[config.mk]
export PLATFORM = sky130hd
export DESIGN_NAME = stereo_volume_register_writer_unit
export DESIGN_NICKNAME = d
export VERILOG_FILES = /design/src/sv/svrw_pkg.sv /design/src/sv/stereo_volume_register_writer_unit.sv /design/src/sv/svrw_lane.sv /design/src/sv/svrw_sequencer.sv
export SDC_FILE = /design/constraint.sdc
export NUM_CORES = 1
export LEC_CHECK = 0
export BUFFER_PORTS_ARGS = -buffer_cell sky130_fd_sc_hd__buf_4
export CAP_MARGIN = 20
export CORE_UTILIZATION = 51
export CTS_BUF_LIST = sky130_fd_sc_hd__clkbuf_8
export DETAILED_ROUTE_END_ITERATION = 6
export GPL_TIMING_DRIVEN = 0
export PLACE_DENSITY = 0.77
export SETUP_SLACK_MARGIN = 0.02
export SYNTH_ARGS = -nofsm -noshare
export SYNTH_HDL_FRONTEND = slang
export SYNTH_SLANG_ARGS = --single-unit
[constraint.sdc]
create_clock -name aclk -period 17.07 [get_ports aclk]
set_input_delay 0.8535 -clock aclk [delete_from_list [all_inputs] [get_ports aclk]]
set_output_delay 0.8535 -clock aclk [all_outputs]
set_load 0.005 [all_outputs]
[src/sv/svrw_pkg.sv]
// shared types and constants for the stereo volume register writer
// no dependencies; imported by every module of the block
package svrw_pkg;

    localparam int NUM_SOURCES_DEF = 6;
    localparam int SRC_W           = 3;
    localparam int LEVEL_IN_W      = 8;
    localparam int LEVEL_W         = 7;
    localparam int CODE_W          = 7;
    localparam int BYTE_W          = 8;
    localparam int SWAP_W          = 6;
    localparam int S_TDATA_W       = 24;
    localparam int M_TDATA_W       = 24;

    localparam logic [LEVEL_W-1:0] LEVEL_MAX = 7'd100;
    localparam logic [BYTE_W-1:0]  ROUTE_A   = 8'd1;
    localparam logic [BYTE_W-1:0]  ROUTE_B   = 8'd2;

    typedef enum logic [1:0] {
        PORT_SELECT = 2'd0,
        PORT_DATA   = 2'd1,
        PORT_REPORT = 2'd2
    } port_t;

    typedef enum logic {
        CMD_SET  = 1'b0,
        CMD_READ = 1'b1
    } cmd_t;

    typedef struct packed {
        logic               do_set;
        logic [SRC_W-1:0]   src;
        logic               swap;
        logic [LEVEL_W-1:0] rep_left;
        logic [LEVEL_W-1:0] rep_right;
    } start_info_t;

    typedef struct packed {
        logic [LEVEL_W-1:0] level;
        logic [CODE_W-1:0]  code;
    } lane_out_t;

endpackage

[src/sv/stereo_volume_register_writer_unit.sv]
// A request on the s_ channel either sets the left and right levels of one mixer source
// (clamped to 100, stored, and turned into eight port writes on the m_ channel: select,
// routing, attenuation select and attenuation code, left then right) or reads back the
// stored levels as a single report result; a source outside the mixer gives a zeroed
// report. The sequencer steps one write per cycle into the single output register while
// the m_ side does not stall, and lets the next request in while the last result still
// waits. Levels reset to zero, swap_mask to zero.
// top level; depends on svrw_pkg, svrw_lane and svrw_sequencer
module stereo_volume_register_writer_unit import svrw_pkg::*; #(
    parameter int NUM_SOURCES = NUM_SOURCES_DEF
) (
    input  logic                 aclk,
    input  logic                 aresetn,
    input  logic                 cfg_wr_en,
    input  logic [SWAP_W-1:0]    cfg_wr_data,   // swap_mask
    input  logic                 s_tvalid,
    output logic                 s_tready,
    input  logic [S_TDATA_W-1:0] s_tdata,       // source[2:0], left_level[10:3], right_level[18:11]
    input  logic                 s_tuser,       // command
    output logic                 m_tvalid,
    input  logic                 m_tready,
    output logic [M_TDATA_W-1:0] m_tdata,       // write_value[7:0], stored_left[14:8], stored_right[21:15]
    output logic [1:0]           m_tuser,       // port
    output logic                 m_tlast
);

    localparam int IDX_W = (NUM_SOURCES > 1) ? $clog2(NUM_SOURCES) : 1;

    logic [SWAP_W-1:0]       swap_mask_reg;
    logic [2*LEVEL_W-1:0]    store_reg [NUM_SOURCES];

    logic                    accept;
    logic                    busy;
    logic [SRC_W-1:0]        src;
    logic [IDX_W-1:0]        idx;
    logic                    in_range;
    logic [2*LEVEL_W-1:0]    stored;
    logic [7:0]              swap_ext;
    logic [LEVEL_W-1:0]      l_clamped;
    logic [LEVEL_W-1:0]      r_clamped;
    lane_out_t               lane_l;
    lane_out_t               lane_r;
    start_info_t             info;

    assign s_tready = !busy;
    assign accept   = s_tvalid && s_tready;
    assign src      = s_tdata[SRC_W-1:0];
    assign idx      = src[IDX_W-1:0];
    assign in_range = {1'b0, src} < 4'(NUM_SOURCES);
    assign stored   = in_range ? store_reg[idx] : '0;
    assign swap_ext = {2'b00, swap_mask_reg};

    assign info.do_set    = in_range && (s_tuser == CMD_SET);
    assign info.src       = src;
    assign info.swap      = swap_ext[src];
    assign info.rep_left  = stored[LEVEL_W-1:0];
    assign info.rep_right = stored[2*LEVEL_W-1:LEVEL_W];

    always_ff @(posedge aclk) begin
        if (!aresetn) begin
            swap_mask_reg <= '0;
            for (int i = 0; i < NUM_SOURCES; i++) begin
                store_reg[i] <= '0;
            end
        end else begin
            if (cfg_wr_en) begin
                swap_mask_reg <= cfg_wr_data;
            end
            for (int i = 0; i < NUM_SOURCES; i++) begin
                if (accept && info.do_set && idx == IDX_W'(i)) begin
                    store_reg[i] <= {r_clamped, l_clamped};
                end
            end
        end
    end

    svrw_lane u_lane_left (
        .aclk     (aclk),
        .load     (accept),
        .level_in (s_tdata[10:3]),
        .clamped  (l_clamped),
        .result   (lane_l)
    );

    svrw_lane u_lane_right (
        .aclk     (aclk),
        .load     (accept),
        .level_in (s_tdata[18:11]),
        .clamped  (r_clamped),
        .result   (lane_r)
    );

    svrw_sequencer u_sequencer (
        .aclk     (aclk),
        .aresetn  (aresetn),
        .start    (accept),
        .info     (info),
        .lane_l   (lane_l),
        .lane_r   (lane_r),
        .busy     (busy),
        .m_tvalid (m_tvalid),
        .m_tready (m_tready),
        .m_tdata  (m_tdata),
        .m_tuser  (m_tuser),
        .m_tlast  (m_tlast)
    );

endmodule

[src/sv/svrw_lane.sv]
// one channel lane: clamps a level, scales it to 0..31 and builds the attenuation code
// depends on svrw_pkg
module svrw_lane import svrw_pkg::*; (
    input  logic                  aclk,
    input  logic                  load,
    input  logic [LEVEL_IN_W-1:0] level_in,
    output logic [LEVEL_W-1:0]    clamped,
    output lane_out_t             result
);

    logic [11:0]        scaled_in;
    logic [22:0]        product;
    logic [4:0]         s_next;
    logic [4:0]         s_reg;
    logic [LEVEL_W-1:0] level_reg;
    logic [2:0]         expo;
    logic [3:0]         mant;

    assign clamped   = (level_in > LEVEL_IN_W'(LEVEL_MAX)) ? LEVEL_MAX : level_in[LEVEL_W-1:0];
    assign scaled_in = 12'(clamped) * 12'd31 + 12'd50;
    // divide by 100 through the reciprocal 1311 / 2^17, exact below 3200
    assign product   = 23'(scaled_in) * 23'd1311;
    assign s_next    = product[21:17];

    always_ff @(posedge aclk) begin
        if (load) begin
            s_reg     <= s_next;
            level_reg <= clamped;
        end
    end

    always_comb begin
        expo = 3'd0;
        mant = 4'd0;
        if (s_reg[4]) begin
            expo = 3'd7;
            mant = s_reg[3:0];
        end else if (s_reg[3]) begin
            expo = 3'd6;
            mant = {s_reg[2:0], 1'b0};
        end else if (s_reg[2]) begin
            expo = 3'd5;
            mant = {s_reg[1:0], 2'b00};
        end else if (s_reg[1]) begin
            expo = 3'd4;
            mant = {s_reg[0], 3'b000};
        end else if (s_reg[0]) begin
            expo = 3'd3;
            mant = 4'd0;
        end
    end

    assign result.level = level_reg;
    assign result.code  = {expo, mant};

endmodule

[src/sv/svrw_sequencer.sv]
// merge stage: steps through the eight port writes of a set or one report result
// depends on svrw_pkg; fed by the two svrw_lane instances
module svrw_sequencer import svrw_pkg::*; (
    input  logic                 aclk,
    input  logic                 aresetn,
    input  logic                 start,
    input  start_info_t          info,
    input  lane_out_t            lane_l,
    input  lane_out_t            lane_r,
    output logic                 busy,
    output logic                 m_tvalid,
    input  logic                 m_tready,
    output logic [M_TDATA_W-1:0] m_tdata,
    output logic [1:0]           m_tuser,
    output logic                 m_tlast
);

    logic               active_reg;
    logic               set_reg;
    logic [2:0]         step_reg;
    logic [SRC_W-1:0]   src_reg;
    logic               swap_reg;
    logic [LEVEL_W-1:0] rep_l_reg;
    logic [LEVEL_W-1:0] rep_r_reg;

    logic               out_valid_reg;
    port_t              out_port_reg;
    logic [BYTE_W-1:0]  out_val_reg;
    logic [LEVEL_W-1:0] out_l_reg;
    logic [LEVEL_W-1:0] out_r_reg;
    logic               out_last_reg;

    logic               load;
    logic               final_step;
    port_t              port_next;
    logic [BYTE_W-1:0]  val_next;
    logic [BYTE_W-1:0]  route;
    logic [CODE_W-1:0]  code;

    assign load       = active_reg && (!out_valid_reg || m_tready);
    assign final_step = !set_reg || (step_reg == 3'd7);

    always_comb begin
        code  = step_reg[2] ? lane_r.code : lane_l.code;
        route = (step_reg[2] ^ swap_reg) ? ROUTE_B : ROUTE_A;
        if (!set_reg) begin
            port_next = PORT_REPORT;
            val_next  = '0;
        end else if (!step_reg[0]) begin
            port_next = PORT_SELECT;
            val_next  = {2'b00, src_reg, 1'b0, step_reg[1], step_reg[2]};
        end else begin
            port_next = PORT_DATA;
            val_next  = step_reg[1] ? BYTE_W'(code) : route;
        end
    end

    always_ff @(posedge aclk) begin
        if (!aresetn) begin
            active_reg    <= 1'b0;
            set_reg       <= 1'b0;
            step_reg      <= '0;
            out_valid_reg <= 1'b0;
        end else begin
            if (start) begin
                active_reg <= 1'b1;
                step_reg   <= '0;
                set_reg    <= info.do_set;
            end else if (load) begin
                if (final_step) begin
                    active_reg <= 1'b0;
                    step_reg   <= '0;
                end else begin
                    step_reg <= step_reg + 3'd1;
                end
            end
            if (load) begin
                out_valid_reg <= 1'b1;
            end else if (m_tready) begin
                out_valid_reg <= 1'b0;
            end
        end
    end

    always_ff @(posedge aclk) begin
        if (start) begin
            src_reg   <= info.src;
            swap_reg  <= info.swap;
            rep_l_reg <= info.rep_left;
            rep_r_reg <= info.rep_right;
        end
        if (load) begin
            out_port_reg <= port_next;
            out_val_reg  <= val_next;
            out_l_reg    <= set_reg ? lane_l.level : rep_l_reg;
            out_r_reg    <= set_reg ? lane_r.level : rep_r_reg;
            out_last_reg <= final_step;
        end
    end

    assign busy     = active_reg;
    assign m_tvalid = out_valid_reg;
    assign m_tuser  = out_port_reg;
    assign m_tlast  = out_last_reg;
    assign m_tdata  = {2'b00, out_r_reg, out_l_reg, out_val_reg};

    a_start_busy: assert property (@(posedge aclk) disable iff (!aresetn)
        start |=> busy)
        else $error("sequencer not busy after a request was taken");

    a_report_last: assert property (@(posedge aclk) disable iff (!aresetn)
        (m_tvalid && m_tuser == PORT_REPORT) |-> m_tlast)
        else $error("report result without last");

    a_step_active: assert property (@(posedge aclk) disable iff (!aresetn)
        (step_reg != 3'd0) |-> (active_reg && set_reg))
        else $error("step counter running outside a set");

    a_set_ends_data: assert property (@(posedge aclk) disable iff (!aresetn)
        (load && set_reg && step_reg == 3'd7) |=> (m_tlast && m_tuser == PORT_DATA))
        else $error("set sequence does not end on a data write");

endmodule

==> Word level (Yosys, flattened, before mapping) <==
Memories as Yosys holds them, arrays and structs flattened. A register that Yosys moved wholly into a read port is not among the register bits.
Cells that the tools add are included.
Widths: inputs -> output; s select.
{ "word_totals": {"reg_bits": 65, "latchBits": 0, "ramBits": 84, "rom_bits": 0, "in_bits": 36, "out_inout_bits": 29, "elab_cells": 131, "n_memories": 1} }
{ "op_classes": {"n_addsub": 3, "n_mul": 4, "div_mod_pow": 0, "n_lt_le_gt_ge": 4, "eq_ne": 6, "shift": 0, "n_mux": 60, "bitwise_logic": 11, "reduce_logical": 24} }
{ "memory_table": {"columns": ["name", "words", "width", "rd", "rd_clocked_by_memory_dff", "write_ports", "line", "source"], "rows": [
  ["store_reg", 6, 14, 1, 1, 6, "stereo_volume_register_writer_unit.sv:30", "logic [2*LEVEL_W-1:0] store_reg [NUM_SOURCES];"]
]} }
{ "ops": {"columns": ["op", "count"], "rows": [
  ["$mux 14", 6],
  ["$mul 12x11->22 const B", 2],
  ["$mux 7", 6],
  ["$mux 4", 8],
  ["$mux 3", 9],
  ["$mux 1", 26],
  ["$add 12x6->12 const B", 2],
  ["$mul 7x5->12 const B", 2],
  ["$gt 8x7->1 const B", 2],
  ["$logic_and 1x1->1", 10],
  ["$eq 3x3->1 const B", 3],
  ["$eq 3x2->1 const B", 2],
  ["$mux 2", 3],
  ["$mux 6", 1],
  ["$or 1x1->1", 6],
  ["$reduce_bool 2->1", 3],
  ["$logic_not 1->1", 4],
  ["$lt 3x4->1 const B", 1],
  ["$not 1->1", 4],
  ["$reduce_and 2->1", 2],
  ["$add 3x1->3 const B", 1],
  ["$bmux 1 s3", 1],
  ["$eq 3x1->1 const B", 1],
  ["$logic_not 3->1", 1],
  ["other kinds (5)", 6]
]} }

==> Logic depth before layout (Yosys ltp) <==
{ "logic_depth": {"depth_word": 8, "mapped_depth": 37, "ltp_nobuf": 35} }

==> Modules after synthesis <==
A second synthesis with hierarchy kept.
{ "hier_totals": {"hier_cells": 1281, "area_unflattened_um2": 14202.4} }
{ "modules_own_cells": {"columns": ["module", "instances", "cells_per_inst", "area_each_um2", "seq_area_each_um2"], "rows": [
  ["stereo_volume_register_writer_unit", 1, 294, 4144.0, 2642.5],
  ["svrw_lane (u_lane_right)", 1, 437, 4086.4, 360.3],
  ["svrw_lane (u_lane_left)", 1, 423, 4006.3, 360.3],
  ["svrw_sequencer", 1, 127, 1965.6, 1381.3]
]} }

==> Worst setup path before layout <==
No wires, ideal clock.
{ "synth_timing": {"path_type": "input-to-reg", "startpoint": "in s_tdata[7]", "endpoint": "reg u_lane_left.s_reg[4] (data pin)", "setup_ps": 268, "arrival_ps": 8350, "required_time_ps": 16802, "path_slack_ps": 8452, "cell_stages": 34, "path_buffers": 1, "path_cell_list": "o311ai_2 > and2_0 > nor2b_1 > clkbuf_1 > inv_1 > ha_1 > a21oi_1 > xnor2_1 > ha_1 > inv_1 > fa_1 > inv_1 > ha_1 > or2_1 > a21oi_1 > inv_1 > and2_1 > a21oi_1 > xnor2_1 > ha_1 > a21o_1 > ha_1 > fa_1 > fa_1 > inv_1 > fa_1 > inv_1 > ha_1 > and4_1 > and3_1 > o21ai_0 > nand3_2 > o41ai_2 > xnor3_1"} }
{ "synth_between": {"elab_chain_len": 5} }
{ "synth_rtl": {"columns": ["element", "line", "source"], "rows": [
  ["start: declaration", "stereo_volume_register_writer_unit.sv:18", "input logic [S_TDATA_W-1:0] s_tdata,"],
  ["$gt 8x7->1", "svrw_lane.sv:19", "assign clamped = (level_in > LEVEL_IN_W'(LEVEL_MAX)) ? LEVEL_MAX : level_in[LEVEL_W-1:0];"],
  ["$mux 7", "svrw_lane.sv:19", null],
  ["net l_clamped[2]", "stereo_volume_register_writer_unit.sv:39", "logic [LEVEL_W-1:0] l_clamped;"],
  ["$mul 7x5->12", "svrw_lane.sv:20", "assign scaled_in = 12'(clamped) * 12'd31 + 12'd50;"],
  ["$add 12x6->12", "svrw_lane.sv:20", null],
  ["$mul 12x11->22", "svrw_lane.sv:22", "assign product = 23'(scaled_in) * 23'd1311;"],
  ["net u_lane_left.product[21]", "svrw_lane.sv:12", "logic [22:0] product;"],
  ["end signal: assignment", "svrw_lane.sv:27", "s_reg <= s_next;"],
  ["end: declaration", "svrw_lane.sv:14", "logic [4:0] s_reg;"]
]} }
The timed path passes the listed nets, and every way through them passes these cells.
A chain may end at the register's enable or synchronous reset.

==> Final worst setup path <==
Same ends and word-level chain as after synthesis.

==> qor.yml <==
synthesis:
  synth_cells: 1278
  yosys_register_bits: 162
  synth_area_sq_mm: 0.0139
  synth.avg_cell_area_sq_um: 10.9
  synth-async-reset-ratio_pct: 0
  synth-edff-count: 150
  synth_cell_types: 72
  ys_warn_count: 0
  yosys_most_used_dff: "edfxtp_1"
  seq_area_frac_synth_pct: 34.1
clock_tree:
  clock_latency_ns: 0.46
  tritoncts: "yes"
  clockBufferDepth: 2
  htreeDepth: 4
  cts_repair_resize_count: 0
  postCtsSetupBuffers: 0
  cts-root-buf: "clkbuf_8"
  path_clk_slew_ns: 0.08
  hold_buffers: 0
  numCtsBuffers: 17
  cts.sinks: 162
floorplanning:
  fp-row-count: 60
  die_w_um: 167
  die_h_um: 167
  core_area_sq_mm: 0.0269
  num_io_pins: 65
  initial_utilization_pct: 51.8
  die_area_sq_mm: 0.0279
sta:
  finalHoldViolations: 0
  slew_viol_final: 0
  fin_hold_ws_ns: 0.511
  finalCriticalPeriod_ns: 9.39
  rsz0062_at_grt: "false"
  min_period_over_period_pct: 55.0
  finClkSkew_ns: 0.0116
  tns_ns: 0
  tightest_slew_ns: 0.963
  setup_viol: 0
  max_freq_ghz: 0.107
  slew-limit-headroom_pct: 35.4
global_routing:
  first_global_vias: 9651
  grt_pass1_wl_um: 47400
  grt_max_degree: 43
  grt_util_all_layers_pct: 21.7
  antenna_found_initial: 0
  grt_overflow: 0
status:
  status: "finished, final reports clean"
cells_and_area:
  antenna_cells: 0
  area_growth_pct: 9.33
  filler_cell_count: 2228
  final_nets: 1710
  finalCoreUtilization_pct: 56.6
  largest_reg_flops: 84
  drive_gt1_share_pct: 11.2
worst_setup_path:
  path_class: "primary input to register"
  required_ns: 17.27
  startpoint_type: "primary input"
  crit_fanout: 9
  slowest_stage: "xnor2_1"
  cpMostUsedCell: "ha_1"
  cp_slowest_stage_delay_ns: 0.76
  critical_path_arrival_ns: 9.59
  worstSetupEndpointType: "register"
routing:
  drt-pass1-iter-count: 5
  post_drt_wl_per_cell_um: 16.4
  via_per_inst: 5.43
  route.detailed.drc: 0
  drt_iter0_drc: 606
  final_antenna_net_count: 0
  vias: 9301
  drt-total-wl_um: 28100
place:
  gp_congestion: 0.856
  io_buffer_count: 54
  hpwl_um: 22700
hold_path:
  min_path_type: "register to register"
run:
  drv_cap: 0
-- layer usage --
layer  up-vias  share of wire, %  wire length, um  global-route usage (%)
met5         -                 0                0                       0
met4         0               3.2              888                    8.90
met3        46               4.8             1340                    3.19
met2       236                49            13600                    37.2
met1      4541                44            12300                    27.5
li1       4478                 -                -                       -
-- critical path, delay by kind of cell --
kind | cells | cell delay, ns
adder cells (fa/ha/maj) | 10 | 4.09
buffers and inverters | 7 | 0.97
AO/OA/AOI/OAI | 5 | 1.09
AND/OR/NAND/NOR | 8 | 1.46
XOR/XNOR | 3 | 1.13
-- cell type report --
type	instances	area [sq um]	share of cell area [%]
well taps	341	427	2.81
multi-input cells	836	8090	53.2
clock inverters	15	146	0.963
plain buffers	34	160	1.05
flip-flops and latches	162	4740	31.2
repair buffers	59	478	3.14
inverters	248	931	6.12
clock buffers	17	234	1.54
-- synth_stat cells (all sizes together), types with 13 or more instances --
cell	n	area share, %
xnor2	52	3.5
inv	247	6.7
a21o	27	1.5
nand3	13	0.50
nor2	127	3.4
fa	79	11
o22ai	16	0.72
mux2	14	1.1
o21ai	24	0.86
mux2i	23	1.7
buf	16	0.66
xor2	13	0.82
clkbuf	18	0.49
mux4	15	2.4
ha	237	21
a21oi	46	1.7
edfxtp	150	32
nand2	47	1.3
-- logic make-up after synthesis --
kind of cell,Yosys count,share of synthesized area [%]
XOR/XNOR,67,4.69
adder cells (fa/ha/maj),316,32.7
buffers and inverters,282,7.84
AO/OA/AOI/OAI,159,7.72
multiplexers,52,5.22
other,1,0.0270
flip-flops,162,34.1
AND/OR/NAND/NOR,239,7.71
-- metrics by stage --
stage | area [sq um] | std cells | setup slack (ns)
CTS | 15200 | 1711 | 7.63
finish | 15200 | 1712 | 7.68
global route | 15200 | 1712 | 7.09
floorplan | 13900 | 1280 | 8.45
detailed placement | 14800 | 1679 | 7.18
global placement | 14700 | 1675 | 7.22
-- layout by cell type, fill, tap and decap left out, types with 4 or more instances in the layout --
master	Yosys	final
ha_1	237	237
clkbuf_8	0	17
nand3_1	12	12
edfxtp_1	150	150
nor3_1	10	10
buf_4	6	60
clkinv_4	0	5
o21ai_0	24	21
clkbuf_1	17	17
mux2i_1	23	23
nand2_1	45	45
a21o_1	27	27
o22ai_1	16	16
buf_2	7	7
nand2b_1	9	9
mux4_2	15	15
a21oi_1	45	45
mux2_2	14	14
nor2_1	127	127
nor2b_1	9	9
a211oi_1	7	7
a31oi_1	6	6
fa_1	79	79
o21bai_1	6	6
dfxtp_1	12	12
buf_6	0	4
xor2_1	13	13
inv_1	246	247
xnor2_2	5	5
xnor2_1	47	47
and2_1	4	4
-- path summary, 6_finish.rpt --
check	from	end	slack (ns)	cells past startpoint
setup / recovery	s_tdata[7]	u_lane_left.s_reg[4]$_DFFE_PP_	7.68	33
hold / removal	swap_mask_reg[5]$_SDFFE_PN0P_	swap_mask_reg[5]$_SDFFE_PN0P_	0.51	2
setup reg to reg	u_sequencer.busy$_SDFFE_PN0P_	store_reg[3][9]$_SDFFCE_PN0P_	14.95	7
hold reg to reg	swap_mask_reg[5]$_SDFFE_PN0P_	swap_mask_reg[5]$_SDFFE_PN0P_	0.51	2
Power is left out: the tool's default activity adds up to more than one toggle a clock period on the data nets, which glitch-free logic cannot reach.
